==> src/sv/bbma_pkg.sv <==
// ----------------------------------------------------------------------------
// bbma_pkg
// Shared constants, types and helpers for the bounded byte memory access block.
// ----------------------------------------------------------------------------
`default_nettype none

package bbma_pkg;

  localparam int DEPTH_DEFAULT = 65536;
  localparam int SIZE_W        = 17;
  localparam int SIZE_RESET    = 65536;
  localparam int RND_W         = SIZE_W + 1;
  localparam int NUM_LANES     = 4;

  localparam logic [7:0] FILL_BYTE = 8'ha5;

  localparam logic OP_READ  = 1'b0;
  localparam logic OP_WRITE = 1'b1;

  localparam logic [1:0] WIDTH_BYTE = 2'd0;
  localparam logic [1:0] WIDTH_HALF = 2'd1;
  localparam logic [1:0] WIDTH_WORD = 2'd2;

  // Per-lane enables (in range and part of the access) and the range flag.
  typedef struct packed {
    logic [NUM_LANES-1:0] en;
    logic                 bad;
  } lane_ctl_t;

  // True when byte k of the access belongs to an access of the given width.
  // The unused width code behaves as a word.
  function automatic logic lane_active(input logic [1:0] wcode, input logic [1:0] k);
    logic act;
    unique case (wcode)
      WIDTH_BYTE: act = (k == 2'd0);
      WIDTH_HALF: act = (k[1] == 1'b0);
      default:    act = 1'b1;
    endcase
    return act;
  endfunction

endpackage

`default_nettype wire

==> src/sv/bbma_lane_map.sv <==
// ----------------------------------------------------------------------------
// bbma_lane_map
// Steers the bytes of one access onto the four byte banks and range-checks
// every byte address on its own.
// ----------------------------------------------------------------------------
`default_nettype none

module bbma_lane_map #(
  parameter int ROW_W = 14
) (
  input  wire logic [1:0]              wcode,
  input  wire logic [31:0]             addr,
  input  wire logic [31:0]             wdata,
  input  wire logic [31:0]             limit,
  output logic [3:0][ROW_W-1:0]        row,
  output logic [3:0][7:0]              wbyte,
  output bbma_pkg::lane_ctl_t          ctl
);
  import bbma_pkg::*;

  always_comb begin
    logic [1:0]  kb;
    logic [31:0] ab;
    logic [31:0] sh;
    logic        act;
    logic        inr;
    ctl = '0;
    for (int b = 0; b < NUM_LANES; b++) begin
      // Bank b holds the byte whose address has low bits equal to b.
      kb       = 2'(b) - addr[1:0];
      ab       = addr + {30'b0, kb};
      sh       = wdata >> {kb, 3'b000};
      act      = lane_active(wcode, kb);
      inr      = (ab < limit);
      row[b]   = ab[ROW_W+1:2];
      wbyte[b] = sh[7:0];
      ctl.en[b] = act & inr;
      ctl.bad   = ctl.bad | (act & ~inr);
    end
  end

endmodule

`default_nettype wire

==> config.mk <==
export PLATFORM = sky130hd
export DESIGN_NAME = bbma_lane_map
export DESIGN_NICKNAME = d
export VERILOG_FILES = /design/src/sv/bbma_pkg.sv /design/src/sv/bbma_lane_map.sv
export SDC_FILE = /design/constraint.sdc
export NUM_CORES = 1
export LEC_CHECK = 0
export BUFFER_PORTS_ARGS = -buffer_cell sky130_fd_sc_hd__buf_2
export CORE_ASPECT_RATIO = 0.5
export CORE_UTILIZATION = 54
export DETAILED_ROUTE_END_ITERATION = 6
export PLACE_DENSITY = 0.83
export SETUP_SLACK_MARGIN = 0.05
export SLEW_MARGIN = 20
export SYNTH_ARGS = -nofsm -noshare
export SYNTH_HDL_FRONTEND = slang
export SYNTH_SLANG_ARGS = --single-unit
==> constraint.sdc <==
create_clock -name vclk -period 7.7
set_input_delay 0.385 -clock vclk [all_inputs]
set_output_delay 0.385 -clock vclk [all_outputs]
set_load 0.005 [all_outputs]
# == Yosys cells after proc, flatten, opt, wreduce, memory -nomap -nowiden ==
# Index checks and enable logic that the tools add are counted.
# totals
out_inout_bits,93
reg_bits,0
elab_cells,45
input_bits,98
# classes
n_eq_ne,1
n_shift,4
bitwise,19
n_reduce_logical,5
addsub,8
magnitude_cmp,4
muxes,4
# ops
operator,n
32-bit by 2-bit adder with 32-bit output,4
32-bit less-than comparator,4
32-bit by 5-bit right shift with 8-bit output,4
2-bit logical NOT,5
1-bit bitwise AND,8
1-bit inverter,8
1-bit case mux with 2 select lines,4
1-bit by 2-bit subtractor with 2-bit output (first input constant),2
2-bit subtractor (first input constant),2
1-bit OR,3
2-bit by 1-bit equality test with 1-bit output (second input constant),1

# == Depth between registers and ports, before layout ==
# Gate-level depths: netlist of the first run.
# depth
word_depth,8
ltp_mapped,20
ltp_nobuf,17

# == Worst setup path before layout of the first run ==
# OpenSTA, ideal clock, no wires.
# synth_path
kind,in2out
from,input addr[0]
to,output ctl[0] (netlist name)
required_time_ns,7.315
stages,18
n_path_buf,5
path_slack_ns,2.785
t_arrival_ns,4.530
cell_sequence,clkbuf_1 > buf_2 > clkbuf_1 > inv_1 > ha_1 > clkbuf_1 > clkbuf_1 > xnor2_1 > xnor2_1 > inv_1 > ha_1 > nor2b_1 > o211ai_1 > a211oi_1 > nor3_1 > o311a_1 > o2bb2a_1 > o211ai_1
# synth_rtl
item,line_no,text
"start, declared",bbma_lane_map.sv:12,"input wire logic [31:0] addr,"
"end, declared",bbma_lane_map.sv:17,output bbma_pkg::lane_ctl_t ctl

==> results of run 1 <==
-- critical path, cell delays in order --
cell and delay, ns:
buf_2 0.78, inv_1 0.21, ha_1 0.38, nor3_2 0.44, nand4_1 0.27, nor2_1 0.29, nand2_1 0.10, xnor2_1 0.14
ha_1 0.31, nand4_1 0.15, nor4_1 0.49, nand2_1 0.10, o311a_1 0.31, o2bb2a_1 0.28, o211ai_1 0.08, buf_2 0.14
-- kinds of logic after synthesis --
kind of cell,after synthesis,synth area share
xor gates and xnor gates,89,0.145
adders and majority gates,129,0.300
buffers and inverters,80,0.0872
muxes,32,0.134
AOI/OAI and AO/OA,109,0.124
and+or+nand+nor,225,0.210
-- final cells by class --
class / count / share of cell area
repair buffers: 191 / 0.155
inverters: 35 / 0.0213
well taps: 135 / 0.0274
multi-input cells: 584 / 0.796
-- per-layer routing --
metal  global-route usage  share of wire
met5                    0        0.00079
met4               0.0538          0.010
met3               0.0577          0.093
met2                0.525           0.47
met1                0.418           0.43
-- power groups by stage --
stage                     clock [mW]  sequential (mW)  combinational (mW)
final                              0                0               0.350
after global routing               0                0               0.388
after CTS                          0                0               0.346
after detailed placement           0                0               0.344
after global placement             0                0               0.332
after floorplan                    0                0               0.227
-- synth_stat cells, types with 9 or more instances --
| cell type | instances | share of area |
|---|---|---|
| ha_1 | 129 | 0.30 |
| nand2_1 | 76 | 0.053 |
| xnor2_1 | 52 | 0.085 |
| a21oi_1 | 51 | 0.047 |
| nor2_1 | 47 | 0.033 |
| xor2_1 | 37 | 0.060 |
| inv_1 | 35 | 0.024 |
| mux4_2 | 32 | 0.13 |
| nand4_1 | 28 | 0.033 |
| o21ai_0 | 18 | 0.017 |
| buf_4 | 16 | 0.022 |
| nand3_1 | 15 | 0.014 |
| a21o_1 | 11 | 0.015 |
| clkbuf_1 | 10 | 0.0070 |
| nor2b_1 | 10 | 0.012 |
| nor3_1 | 9 | 0.0084 |
-- final timing paths --
path / slack, ns / endpoint / cells past startpoint
setup / recovery: 2.46 / ctl[0] / 16
hold / removal: 1.08 / row[51] / 2
-- metrics by stage --
stage,util,hold WS [ns]
floorplan,-,0.840
global placement,0.645,1.07
detailed placement,0.645,1.07
CTS,0.645,1.07
global route,0.645,1.08
finish,0.645,1.08
==> results.json, run 1 <==
{
  "first_global_vias": 5285,
  "hp-start": "addr[11]",
  "hold_path_class": "input pin to output pin",
  "mostFrequentLayoutCell": "buf_2",
  "hold_viol": 0,
  "gp_congestion": 1.07,
  "grtUsageTotal": 0.310,
  "cts_resized": 0,
  "worstPathArrival_ns": 4.85,
  "outcome": "finished, final reports clean",
  "final_antenna_net_count": 0,
  "grt_pass1_wl_um": 25800,
  "design_area_um2": 6170,
  "avgViaCountPerCell": 5.98,
  "yosys_warnings": 0,
  "firstDrtPassIters": 5,
  "wirelength_um": 16500,
  "area_growth_pct": 14.6,
  "vdd_drop_max_v": 0.0000374,
  "port_buffers": 191,
  "netlist_instances": 664,
  "switching_share": 0.538,
  "max_cap_violations": 0,
  "nClkBuffers": 0,
  "row_count": 25,
  "relSlewSlack": 0.310,
  "syn_area_um2": 5380,
  "multi_input_area_um2": 4910,
  "pre_cts_slack_ns": 2.52,
  "layout_common_cells": "buf_2, ha_1, nand2_1, xnor2_1, a21oi_1",
  "cts_setup_buffers": 0,
  "path_class": "input pin to output pin",
  "nFlopsAndLatches": 0,
  "grt_overflow": 0,
  "grt_max_degree": 39,
  "hpwl_um": 14000,
  "wire_per_inst_um": 17.5,
  "p_sw_mw": 0.188,
  "required_ns": 7.32,
  "end_kind": "output pin",
  "die_w_um": 143,
  "seq_area_um2": 0,
  "period_needed_ns": 5.24,
  "place_area_um2": 6170,
  "fmax_ghz": 0.191,
  "layout_setup_ws_ns": 2.46,
  "initial_utilization": 0.562,
  "layout.cells.non_filler": 945,
  "tightest_slew_ns": 1.03,
  "io_pins": 191,
  "placed_cells": 945,
  "grt_antenna_before_repair": 1,
  "synth_cell_types": 53,
  "coreArea_um2": 9570,
  "power_mw": 0.350,
  "p_clk_frac": 0,
  "drive_gt1_frac": 0.289,
  "die-height_um": 72.6,
  "n_antenna_cell": 0,
  "cell_internal_pwr_mw": 0.162,
  "die-area_um2": 10400,
  "drtIter0Drc": 360,
  "power_frac_seq": 0,
  "num_vias": 5655,
  "num-fill-cells": 878,
  "setup_tns_ns": 0,
  "fin_crit_sh": 0.680,
  "p_comb_frac": 1.000,
  "drcViolationCount": 0,
  "holdBufCountCts": 0,
  "avgSynthCellArea_um2": 8.11,
  "power.density_nw_per_um2": 56.8,
  "synth_nets": 891,
  "worstPathMaxFanout": 38,
  "leakagePower_nw": 3.05,
  "rsz0062_at_grt": "false",
  "slew_viol_final": 0,
  "yosysSeqAreaShare": 0,
  "worstSetupStartpointType": "input pin",
  "setup-violations-final": 0,
  "final_nets": 1039,
  "startpoint": "addr[0]"
}
No activity file was read; power rests on OpenSTA's default activity.
==> run 2, diff against run 1 <==
- clock period: 7.7 -> 4.9 ns (I/O delays scaled with it)
==> run 2 against run 1 <==
  * First-iteration DRC count grew 20%
  * Worst setup slack lost 2.0 ns
  * Combinational power grew 59%
  * Via count grew 0.28%
  * Non-clock buffer count grew 5
  * Utilization grew 0.39 points
  * Routed wire length grew 3.0%
  * Cell area grew 0.61%
  * Count of clock-buffer cells in the layout is the same
  * Global-route usage grew 0.98 points
  * Sequential share of layout area is the same
  * Cell count grew 0.53%
==> results.json, run 2 (synthesis gave the netlist of run 1 again) <==
{
  "cts_resized": 0,
  "power_frac_seq": 0,
  "leakagePower_nw": 3.07,
  "wirelength_um": 17000,
  "period_needed_ns": 4.46,
  "cell_internal_pwr_mw": 0.256,
  "io_pins": 191,
  "grt_pass1_wl_um": 26200,
  "die-area_um2": 10400,
  "hp-start": "addr[11]",
  "final_nets": 1044,
  "tightest_slew_ns": 0.653,
  "setup-violations-final": 0,
  "num-fill-cells": 868,
  "mostFrequentLayoutCell": "buf_2",
  "avgViaCountPerCell": 5.97,
  "max_cap_violations": 0,
  "first_global_vias": 5021,
  "nClkBuffers": 0,
  "num_vias": 5671,
  "power.density_nw_per_um2": 89.6,
  "worstHoldPathCells": 2,
  "p_sw_mw": 0.301,
  "path_class": "input pin to output pin",
  "outcome": "finished, final reports clean",
  "min_to": "row[51]",
  "relSlewSlack": 0.561,
  "layout_common_cells": "buf_2, ha_1, nand2_1, xnor2_1, a21oi_1",
  "end_kind": "output pin",
  "drtIter0Drc": 432,
  "final_core_util": 0.648,
  "seq_area_um2": 0,
  "nFlopsAndLatches": 0,
  "placed_cells": 950,
  "rsz0062_at_grt": "false",
  "die_w_um": 143,
  "worstSetupStartpointType": "input pin",
  "fin_hold_ws_ns": 0.784,
  "worstPathMaxFanout": 24,
  "setup_tns_ns": 0,
  "vdd_drop_max_v": 0.0000539,
  "area_growth_pct": 15.3,
  "final_antenna_net_count": 0,
  "die-height_um": 72.6,
  "gp_congestion": 0.987,
  "p_comb_frac": 1.000,
  "row_count": 25,
  "slew_viol_final": 0,
  "layout.cells.non_filler": 950,
  "port_buffers": 191,
  "firstDrtPassIters": 5,
  "fin_crit_sh": 0.910,
  "holdBufCountCts": 0,
  "initial_utilization": 0.562,
  "grt_max_degree": 37,
  "required_ns": 4.66,
  "drive_gt1_frac": 0.293,
  "switching_share": 0.540,
  "grt_overflow": 0,
  "hpwl_um": 14300,
  "n_antenna_cell": 0,
  "grtUsageTotal": 0.320,
  "drcViolationCount": 0,
  "grt_antenna_before_repair": 0,
  "p_clk_frac": 0,
  "worstPathArrival_ns": 4.21,
  "cts_setup_buffers": 0,
  "hold_path_class": "input pin to output pin",
  "fmax_ghz": 0.224,
  "hold_viol": 0,
  "coreArea_um2": 9570,
  "wire_per_inst_um": 17.9
}
## run 2: critical path, stage by stage
cell	delay, ns
buf_2	0.09
buf_4	0.29
ha_1	0.34
ha_1	0.22
nand3_1	0.30
nor3_4	0.38
xor2_1	0.14
ha_1	0.34
nand4_1	0.18
or4_1	0.57
a21oi_1	0.29
nand4b_1	0.18
a221o_1	0.18
a211oi_1	0.11
o211ai_1	0.18
buf_2	0.15
## run 2: worst max-delay path by stage
| stage | from | end | cells after the start |
|---|---|---|---|
| 4_1_cts | addr[1] | ctl[0] | 16 |
| 3_5_place_dp | addr[1] | ctl[0] | 16 |
| 6_report | addr[1] | ctl[0] | 16 |
| 3_3_place_gp | addr[1] | ctl[0] | 16 |
| 2_1_floorplan | addr[0] | ctl[0] | 18 |
| 5_1_grt | addr[1] | ctl[3] | 17 |
## run 2: area by class of cell
class | instances | area (µm²) | share of cell area
Tap cell | 135 | 169 | 0.0272
Timing Repair Buffer | 196 | 993 | 0.160
Multi-Input combinational cell | 584 | 4910 | 0.792
Inverter | 35 | 131 | 0.0212
## run 2: per-stage QoR
step | total power [mW] | area, µm² | worst slack, ns
final | 0.556 | 6210 | 0.442
after floorplan | 0.357 | 5380 | 0.265
after detailed placement | 0.546 | 6210 | 0.591
after CTS | 0.550 | 6210 | 0.583
after global routing | 0.614 | 6210 | 0.281
after global placement | 0.530 | 6210 | 0.701
## run 2: power by group through the flow
stage	clock (mW)	sequential, mW	combinational [mW]
global placement	0	0	0.530
detailed placement	0	0	0.546
finish	0	0	0.556
global route	0	0	0.614
CTS	0	0	0.550
floorplan	0	0	0.357
## run 2: per-layer routing
metal  GRT usage  routed length (µm)
met3      0.0243                1420
met4      0.0753                 328
met5           0                   0
met1       0.452                7460
met2       0.534                7830
