<file path="config.mk">
export PLATFORM = sky130hd
export DESIGN_NAME = bbma_merge
export DESIGN_NICKNAME = d
export VERILOG_FILES = /design/src/sv/bbma_pkg.sv /design/src/sv/bbma_merge.sv
export SDC_FILE = /design/constraint.sdc
export NUM_CORES = 1
export LEC_CHECK = 0
export ABC_AREA = 1
export BUFFER_PORTS_ARGS = -buffer_cell sky130_fd_sc_hd__buf_2
export CAP_MARGIN = 20
export CORE_ASPECT_RATIO = 2
export CORE_MARGIN = 5
export CORE_UTILIZATION = 25
export DETAILED_ROUTE_END_ITERATION = 7
export GPL_TIMING_DRIVEN = 0
export PLACE_DENSITY = 0.58
export RECOVER_POWER = 50
export SYNTH_ARGS = -nofsm -noshare
export SYNTH_HDL_FRONTEND = slang
export SYNTH_SLANG_ARGS = --single-unit
export TNS_END_PERCENT = 5
</file>
<file path="constraint.sdc">
create_clock -name vclk -period 3.07
set_input_delay 0.1535 -clock vclk [all_inputs]
set_output_delay 0.1535 -clock vclk [all_outputs]
set_load 0.03 [all_outputs]
</file>
<file path="src/sv/bbma_pkg.sv">
// ----------------------------------------------------------------------------
// bbma_pkg
// Shared constants, types and helpers for the bounded byte memory access block.
// ----------------------------------------------------------------------------
`default_nettype none

package bbma_pkg;

  localparam int DEPTH_DEFAULT = 65536;
  localparam int SIZE_W        = 17;
  localparam int SIZE_RESET    = 65536;
  localparam int RND_W         = SIZE_W + 1;
  localparam int NUM_LANES     = 4;

  localparam logic [7:0] FILL_BYTE = 8'ha5;

  localparam logic OP_READ  = 1'b0;
  localparam logic OP_WRITE = 1'b1;

  localparam logic [1:0] WIDTH_BYTE = 2'd0;
  localparam logic [1:0] WIDTH_HALF = 2'd1;
  localparam logic [1:0] WIDTH_WORD = 2'd2;

  // Per-lane enables (in range and part of the access) and the range flag.
  typedef struct packed {
    logic [NUM_LANES-1:0] en;
    logic                 bad;
  } lane_ctl_t;

  // True when byte k of the access belongs to an access of the given width.
  // The unused width code behaves as a word.
  function automatic logic lane_active(input logic [1:0] wcode, input logic [1:0] k);
    logic act;
    unique case (wcode)
      WIDTH_BYTE: act = (k == 2'd0);
      WIDTH_HALF: act = (k[1] == 1'b0);
      default:    act = 1'b1;
    endcase
    return act;
  endfunction

endpackage

`default_nettype wire

</file>
<file path="src/sv/bbma_merge.sv">
// ----------------------------------------------------------------------------
// bbma_merge
// Assembles bank read bytes little-endian, sign-extends; writes return zero.
// ----------------------------------------------------------------------------
`default_nettype none

module bbma_merge (
  input  wire logic                op,
  input  wire logic [1:0]          wcode,
  input  wire logic                sx,
  input  wire logic [1:0]          lo,
  input  wire logic [3:0]          en,
  input  wire logic [3:0][7:0]     rd,
  output logic [31:0]              read_data
);
  import bbma_pkg::*;

  always_comb begin
    logic [1:0]  lane;
    logic [31:0] val;
    val = '0;
    for (int k = 0; k < NUM_LANES; k++) begin
      lane = lo + 2'(k);
      // Banks outside the access or beyond the limit were not enabled.
      val[8*k +: 8] = en[lane] ? rd[lane] : 8'h00;
    end
    if (op == OP_WRITE) begin
      read_data = '0;
    end else if (sx) begin
      unique case (wcode)
        WIDTH_BYTE: read_data = {{24{val[7]}}, val[7:0]};
        WIDTH_HALF: read_data = {{16{val[15]}}, val[15:0]};
        default:    read_data = val;
      endcase
    end else begin
      read_data = val;
    end
  end

endmodule

`default_nettype wire
</file>
# Word level (Yosys, flattened, before mapping)
# Index checks and enable logic that the tools add are counted.
dict set report totals {
  output_inout_bits 32
  inputBits 42
  word_cells 32
  regBits 0
}
dict set report classes {
  addsub 3
  n_reduce_logical 1
  n_lt_le_gt_ge 4
  n_eq_ne 1
  muxes 23
}
# cell count
set ops {}
lappend ops {{$bmux W8 S2} 4}
lappend ops {{$mux W32} 2}
lappend ops {{$mux W8} 8}
lappend ops {{$pmux W32 S2} 1}
lappend ops {{$lt A2 B3 Y1 const B} 4}
lappend ops {{$bmux W1 S2} 4}
lappend ops {{$add A2 B2 Y2 const B} 2}
lappend ops {{$mux W1} 4}
lappend ops {{$add A2 B1 Y2 const B} 1}
lappend ops {{$eq A2 B1 Y1 const B} 1}
lappend ops {{$logic_not A2 Y1} 1}

# Longest topological paths before layout
# Gate-level depths: netlist of the first run.
dict set report depth {
  depth_word 7
  mapped_depth 11
}

# Worst setup path before layout of the first run
# Ideal clock, no wire load.
dict set report synth_path {
  kind {input to output}
  startpoint {input sx}
  endpoint {output read_data[10]}
  path_stages 5
  t_arrival_ns 1.391
  setup_slack_ns 1.526
  path_buffers 1
  cell_sequence {inv_1 -> nor2_1 -> clkbuf_1 -> nand4_1 -> a21oi_1}
}
dict set report synth_between {
  elab_chain_cells 2
}
# item line
set synth_rtl {}
lappend synth_rtl {{from (decl)} bbma_merge.sv:10} ;# input wire logic sx,
lappend synth_rtl {{$mux W32} bbma_merge.sv:29} ;# end else if (sx) begin
lappend synth_rtl {{$mux W32} bbma_merge.sv:27} ;# if (op == OP_WRITE) begin
lappend synth_rtl {{to (decl)} bbma_merge.sv:14} ;# output logic [31:0] read_data
# Every way passes these cells.

# Worst setup path after layout of the first run
dict set report layout_path {
  startpoint {input lo[1]}
  endpoint {output read_data[14]}
}
dict set report layout_between {
  elab_chain_cells 7
}
# item line
set layout_rtl {}
lappend layout_rtl {{from (decl)} bbma_merge.sv:11} ;# input wire logic [1:0] lo,
lappend layout_rtl {{$add A2 B1 Y2} bbma_merge.sv:23} ;# lane = lo + 2'(k);
lappend layout_rtl {{$bmux W8 S2 / $bmux W1 S2 (equally long branches)} bbma_merge.sv:25} ;# val[8*k +: 8] = en[lane] ? rd[lane] : 8'h00;
lappend layout_rtl {{$mux W8 (not written as such) / $mux W1 (equally long branches)} bbma_merge.sv:25}
lappend layout_rtl {{$mux W8} bbma_merge.sv:25}
lappend layout_rtl {{$pmux W32 S2} bbma_merge.sv:30} ;# unique case (wcode)
lappend layout_rtl {{$mux W32 (*)} bbma_merge.sv:29}
lappend layout_rtl {{$mux W32 (*)} bbma_merge.sv:27}
# Every way passes the cells marked *; elsewhere a longest branch is shown, timed or not. The select of a mux whose other input is x is not followed.

==> out/results.txt, run 1 <==
Together, buffers and inverters on the worst path number 4. Registers take 0 sq um. The power share of the combinational group came out at 1.000.

After detailed routing, the number of remaining DRC violations is 0. In this run the core area contains 38 standard-cell rows. For the worst setup path, the data arrival time is 2.08 ns. The final routed wire length divided by cell count was 13.8 um; the power density over the cells was 198 nW/um^2. The library cell contributing the largest single delay on the critical path was sky130_fd_sc_hd__clkbuf_1. The routed wire length is 5490 um, and the initial antenna violation count is 0. Global router's overall resource usage: 0.143. Cell class contributing the biggest share of worst-path delay: buffers and inverters. The cell area after synthesis is 1420 sq um, and the number of standard cells after synthesis is 265.

Leaving out fill and tap cells, the most frequent cell in the layout is sky130_fd_sc_hd__nand2_1. The die covers 7370 sq um. The internal power summed over all cells came out at 0.000120 W. The path class of the tightest hold or removal check is input port to primary output. Summed over all nets, the switching power comes to 0.000243 W. For the sequential share of power, the log shows 0.

For the first-pass GRT wire length, the log shows 8650 um. The run gives 0.536 as the relative slew slack. The library cells used most frequently in the layout, excluding fill and tap cells, are sky130_fd_sc_hd__nand2_1, sky130_fd_sc_hd__buf_2, sky130_fd_sc_hd__inv_1. Gates resized during post-CTS repair numbered 0. The quantity of I/O buffers inserted on ports is 73. On the worst path, the slowest cell contributes a delay of 0.54 ns. The logs give 0 for the final-report hold violation count and 2.92 ns for the data required time at the worst endpoint.

The layout sequential cell count was 0. The first-pass iteration count of the detailed router was 4; the width of the die was 63.2 um. The first element of the critical path was lo[1]. The placement-stage worst setup slack came out at 1.16 ns. For the sequential share of the synthesized area, the log shows 0. The share of total power in the clock network was 0. The logs give 0.839 ns for the final worst slack and 4620 um for the total half-perimeter wirelength after legalization and detailed placement. The switching power share of the total is 0.670, and the mean number of vias per cell is 4.84. The number of setup violations in the final report is 0.

The post-route clock period utilization came out at 0.727. The run gives 0 as the max-cap check violation count. The routed design could run at a clock period as short as 2.23 ns.

The fraction of layout cells with a size suffix above 1 works out to 0.296. The tools report the number of vias in the routed layout as 1928. The worst setup path is of the input port to primary output kind. The logs give 382 for the final layout net count and 0 ns for the total negative slack. The transition at the pin with the smallest max-transition slack came out at 0.696 ns.

Entering global routing, the biggest net connects 11 pins. For the maximum vdd drop, the log shows 0.0868 mV. Each instance of the synthesized netlist takes up on average 5.35 sq um. 74 I/O pins were placed. Cell repeated most along the worst path: sky130_fd_sc_hd__clkbuf_1.

0 antenna diodes ended up in the layout. Element type at the critical path start: an input port. The core utilization of the finished layout came out at 0.335. The logs give 0 for the count of final max-slew check failures and 0.808 ns for the worst hold margin. Net count after synthesis: 307.

STA classifies the critical path endpoint as a primary output. The logs give 0.883 for the final weighted congestion in routability-driven placement and 0.000362 W for the overall power of the completed layout. The number of global-route vias before repair was 1891; the top achievable clock speed was 448 MHz. The critical path goes through buf_2 -> inv_2 -> clkbuf_1 -> nand3_1 -> nand2_2 -> nand4_1 -> a21oi_1 -> clkbuf_1.

The signed area change from the synthesized netlist to the final layout is 29.2%, and the overflow left after global routing is 0. Setup repair after global routing left no endpoint under its margin. Once the clock tree was built, the setup fixing pass inserted 0 buffers. The layout has 0 clock buffers. Measured along the y axis, the die boundary spans 116 um. The run finished with clean final reports.

The core area is 5470 sq um, and the quantity of hold-fixing buffers added after cts is 0. The beginning of the worst hold path was op. The count of nets left with antenna violations once routing finished came out at 0. The count of unique library cells instantiated by Yosys is 20. The effective utilization at floorplan is 0.259, and the Yosys warning count is 0. In this run the static leakage power is 1.03 nW. Along the worst path, the maximum fanout reaches 10. For the detailed router's first-iteration violation count, the log shows 56.
[cell families after synthesis]
logic type,count (synthesis),share of synthesized area
AOI/OAI and AO/OA,66,0.236
buffers and inverters,51,0.184
muxes,14,0.0988
and+or+nand+nor,134,0.482
[per-layer routing]
| layer | GRT usage | vias to the layer above | part of all wire |
|---|---|---|---|
| met3 | 0.0192 | 12 | 0.048 |
| met4 | 0.0374 | 0 | 0.030 |
| met1 | 0.141 | 857 | 0.35 |
| met2 | 0.300 | 63 | 0.57 |
| li1 | - | 996 | - |
| met5 | 0 | - | 0 |
[through the flow]
stage,instances,area (sq um)
floorplan,265,1420
global route,398,1830
global placement,398,1860
CTS,398,1860
finish,398,1830
detailed placement,398,1860
[worst paths after layout]
path / endpoint / slack, ns / depth (start not counted)
hold / removal: read_data[11] / 0.81 / 3
setup / recovery: read_data[14] / 0.84 / 8
[Yosys cell counts, drive strengths merged]
cell type,number,area share
nor2,25,0.12
nand4,1,0.0044
mux2i,14,0.099
nand2,90,0.28
clkbuf,3,0.0079
a21oi,25,0.088
o21ai,41,0.15
inv,35,0.093
nand3,18,0.081
buf,13,0.083
[power by group through the flow]
stage / clock, W / combinational [W] / sequential [W]
floorplan: 0 / 0.000261 / 0
global placement: 0 / 0.000365 / 0
detailed placement: 0 / 0.000367 / 0
CTS: 0 / 0.000369 / 0
global route: 0 / 0.000402 / 0
finish: 0 / 0.000362 / 0
[final cells by class]
class	count	area (sq um)
buffer	16	125
inverter	35	131
fill	647	3640
timing repair buffer	73	348
multi-input combinational	214	1150
tap	60	75.1
No activity file was read; power rests on OpenSTA's default activity.
==> run 2: changes to the inputs <==
Clock period 3.07 ns to 2.3 ns, I/O delays scaled along.
==> out/results.txt, run 2 (same netlist as run 1, synthesis figures left out) <==
The run gives 79 (+41%) as the detailed router's first-iteration violation count. The run finished with clean final reports. The tools report the core utilization of the finished layout as 0.336 (+0.00137). The tools report the sequential cell area as 0 sq um (unchanged). The maximum fanout along the worst path is 10 (unchanged). The logs give 382 (unchanged) for the final layout net count and 0 (unchanged) for the remaining routing DRC violations.

The logs give 0 (unchanged) for the initial antenna violation count and 0 ns (unchanged) for the total negative slack. The layout sequential cell count came out at 0 (unchanged). Overflow left after global routing: 0 (unchanged). The die extent in y is 116 um (unchanged).

The worst setup path is captured at a primary output. The area of the die was 7370 sq um (unchanged). The critical path in this run is classified as input port to primary output. The global router's overall resource usage is 0.143 (unchanged).

Final antenna diode count: 0 (unchanged). The count of final max-slew check failures is 0 (unchanged). The final weighted congestion in routability-driven placement came out at 0.883 (unchanged). The tools report the quantity of hold-fixing buffers added after cts as 0 (unchanged). Setup repair after global routing left no endpoint under its margin. The post-route clock period utilization is 0.783, and the fraction of layout cells with a size suffix above 1 is 0.299 (+0.00296).

Quantity of I/O buffers inserted on ports: 73 (unchanged). The element type at the critical path start is an input port. The worst hold path begins at op.

The max-cap check violation count is 0 (unchanged), and the effective utilization at floorplan is 0.259 (unchanged). For the worst endpoint data arrival time, the log shows 1.69 ns (-0.39 ns). For hold timing, the worst endpoint is read_data[11]. The run gives 398 (unchanged) as the total instance count after detailed placement. The library cell used most frequently in the layout, excluding fill and tap cells, is sky130_fd_sc_hd__nand2_1. The time the final worst path needs with I/O delays and setup came out at 1.80 ns. In this run the worst hold path is classified as input port to primary output. The number of placed I/O pins is 74 (unchanged), and the number of setup violations in the final report is 0 (unchanged).

The tools report the first-pass GRT wire length as 8650 um (unchanged). The mean number of vias per cell is 4.79 (-1.2%). The top achievable clock speed came out at 555 MHz. For the final-report hold violation count, the log shows 0 (unchanged). The logs give 2.18 ns (-0.74 ns) for the data required time at the worst endpoint and 1891 (unchanged) for the number of global-route vias before repair. The logs give 0 (unchanged) for the setup fix buffers added after clock tree synthesis and 5480 um (-0.24%) for the routed wire length. Compared with the post-synthesis result, the final layout area differs by 29.7%. The core area is 5470 sq um (unchanged), and the count of instances resized after the clock tree is built is 0 (unchanged). For the first-pass iteration count of the detailed router, the log shows 5 (+1). The power density over the cells was 263 nW/um^2 (+33%). The layout clock buffer count is 0 (unchanged), and the final routed wire length divided by cell count is 13.8 um (-0.24%). The number of cells on the worst hold path works out to 3 (unchanged). The post-layout instance count excluding filler cells came out at 398 (unchanged). The width of the die was 63.2 um (unchanged); the relative slew slack was 0.676 (+0.141).

The run gives 38 (unchanged) as the number of cell rows. The tools report the largest net degree at the start of global routing as 11 (unchanged). Total half-perimeter wirelength after legalization and detailed placement: 4620 um (unchanged). For the static power due to leakage, the log shows 1.03 nW (+0.18%). The top cell types in the final layout, fill and taps aside, are sky130_fd_sc_hd__nand2_1, sky130_fd_sc_hd__buf_2, sky130_fd_sc_hd__inv_1. The number of antenna-violating nets in the routed design is 0 (unchanged), and the transition at the pin with the smallest max-transition slack is 0.485 ns (-0.211 ns).

The logs give 1905 (-1.2%) for the number of vias in the routed layout and 0.116 mV (+33%) for the maximum vdd drop.
run 2: final cells by class:
type / count / area, sq um
inverters: 35 / 131
plain buffers: 16 / 129
well taps: 60 / 75.1
fillers: 645 / 3630
multi-input cells: 214 / 1160
repair buffers: 73 / 347
run 2: report_power, final:
group	leakage, nW	switching (W)	internal (W)
clock	0	0	0
combinational	1.03	0.000324	0.000160
sequential	0	0	0
total	1.03	0.000324	0.000160
run 2: worst max-delay path, stage by stage:
cell	delay (ns)
sky130_fd_sc_hd__buf_2	0.09
sky130_fd_sc_hd__nor2_1	0.17
sky130_fd_sc_hd__clkbuf_1	0.37
sky130_fd_sc_hd__clkbuf_1	0.44
sky130_fd_sc_hd__a21oi_1	0.15
sky130_fd_sc_hd__nor2_4	0.13
sky130_fd_sc_hd__buf_2	0.20
run 2: through the flow:
stage / hold slack, ns / area [sq um] / power [W] / worst slack, ns
floorplan: 0.505 / 1420 / 0.000349 / 0.833
global placement: 0.724 / 1860 / 0.000488 / 0.488
detailed placement: 0.721 / 1860 / 0.000490 / 0.470
CTS: 0.722 / 1860 / 0.000492 / 0.474
global route: 0.766 / 1840 / 0.000538 / 0.275
finish: 0.731 / 1840 / 0.000484 / 0.499
run 2: per-layer routing:
layer  GRT usage  routed length (um)  vias up
met4      0.0374                 163        0
met1       0.141                1930      832
li1            -                   -      996
met3      0.0192                 288       12
met2       0.300                3100       65
met5           0                   0        -
run 2: how the worst max path moves through the flow:
| stage | from | to | slack (ns) |
|---|---|---|---|
| 3_3_place_gp | wcode[1] | read_data[27] | 0.49 |
| 5_1_grt | sx | read_data[24] | 0.28 |
| 2_1_floorplan | sx | read_data[10] | 0.83 |
| 4_1_cts | wcode[1] | read_data[25] | 0.47 |
| 6_report | wcode[1] | read_data[25] | 0.50 |
| 3_5_place_dp | wcode[1] | read_data[25] | 0.47 |
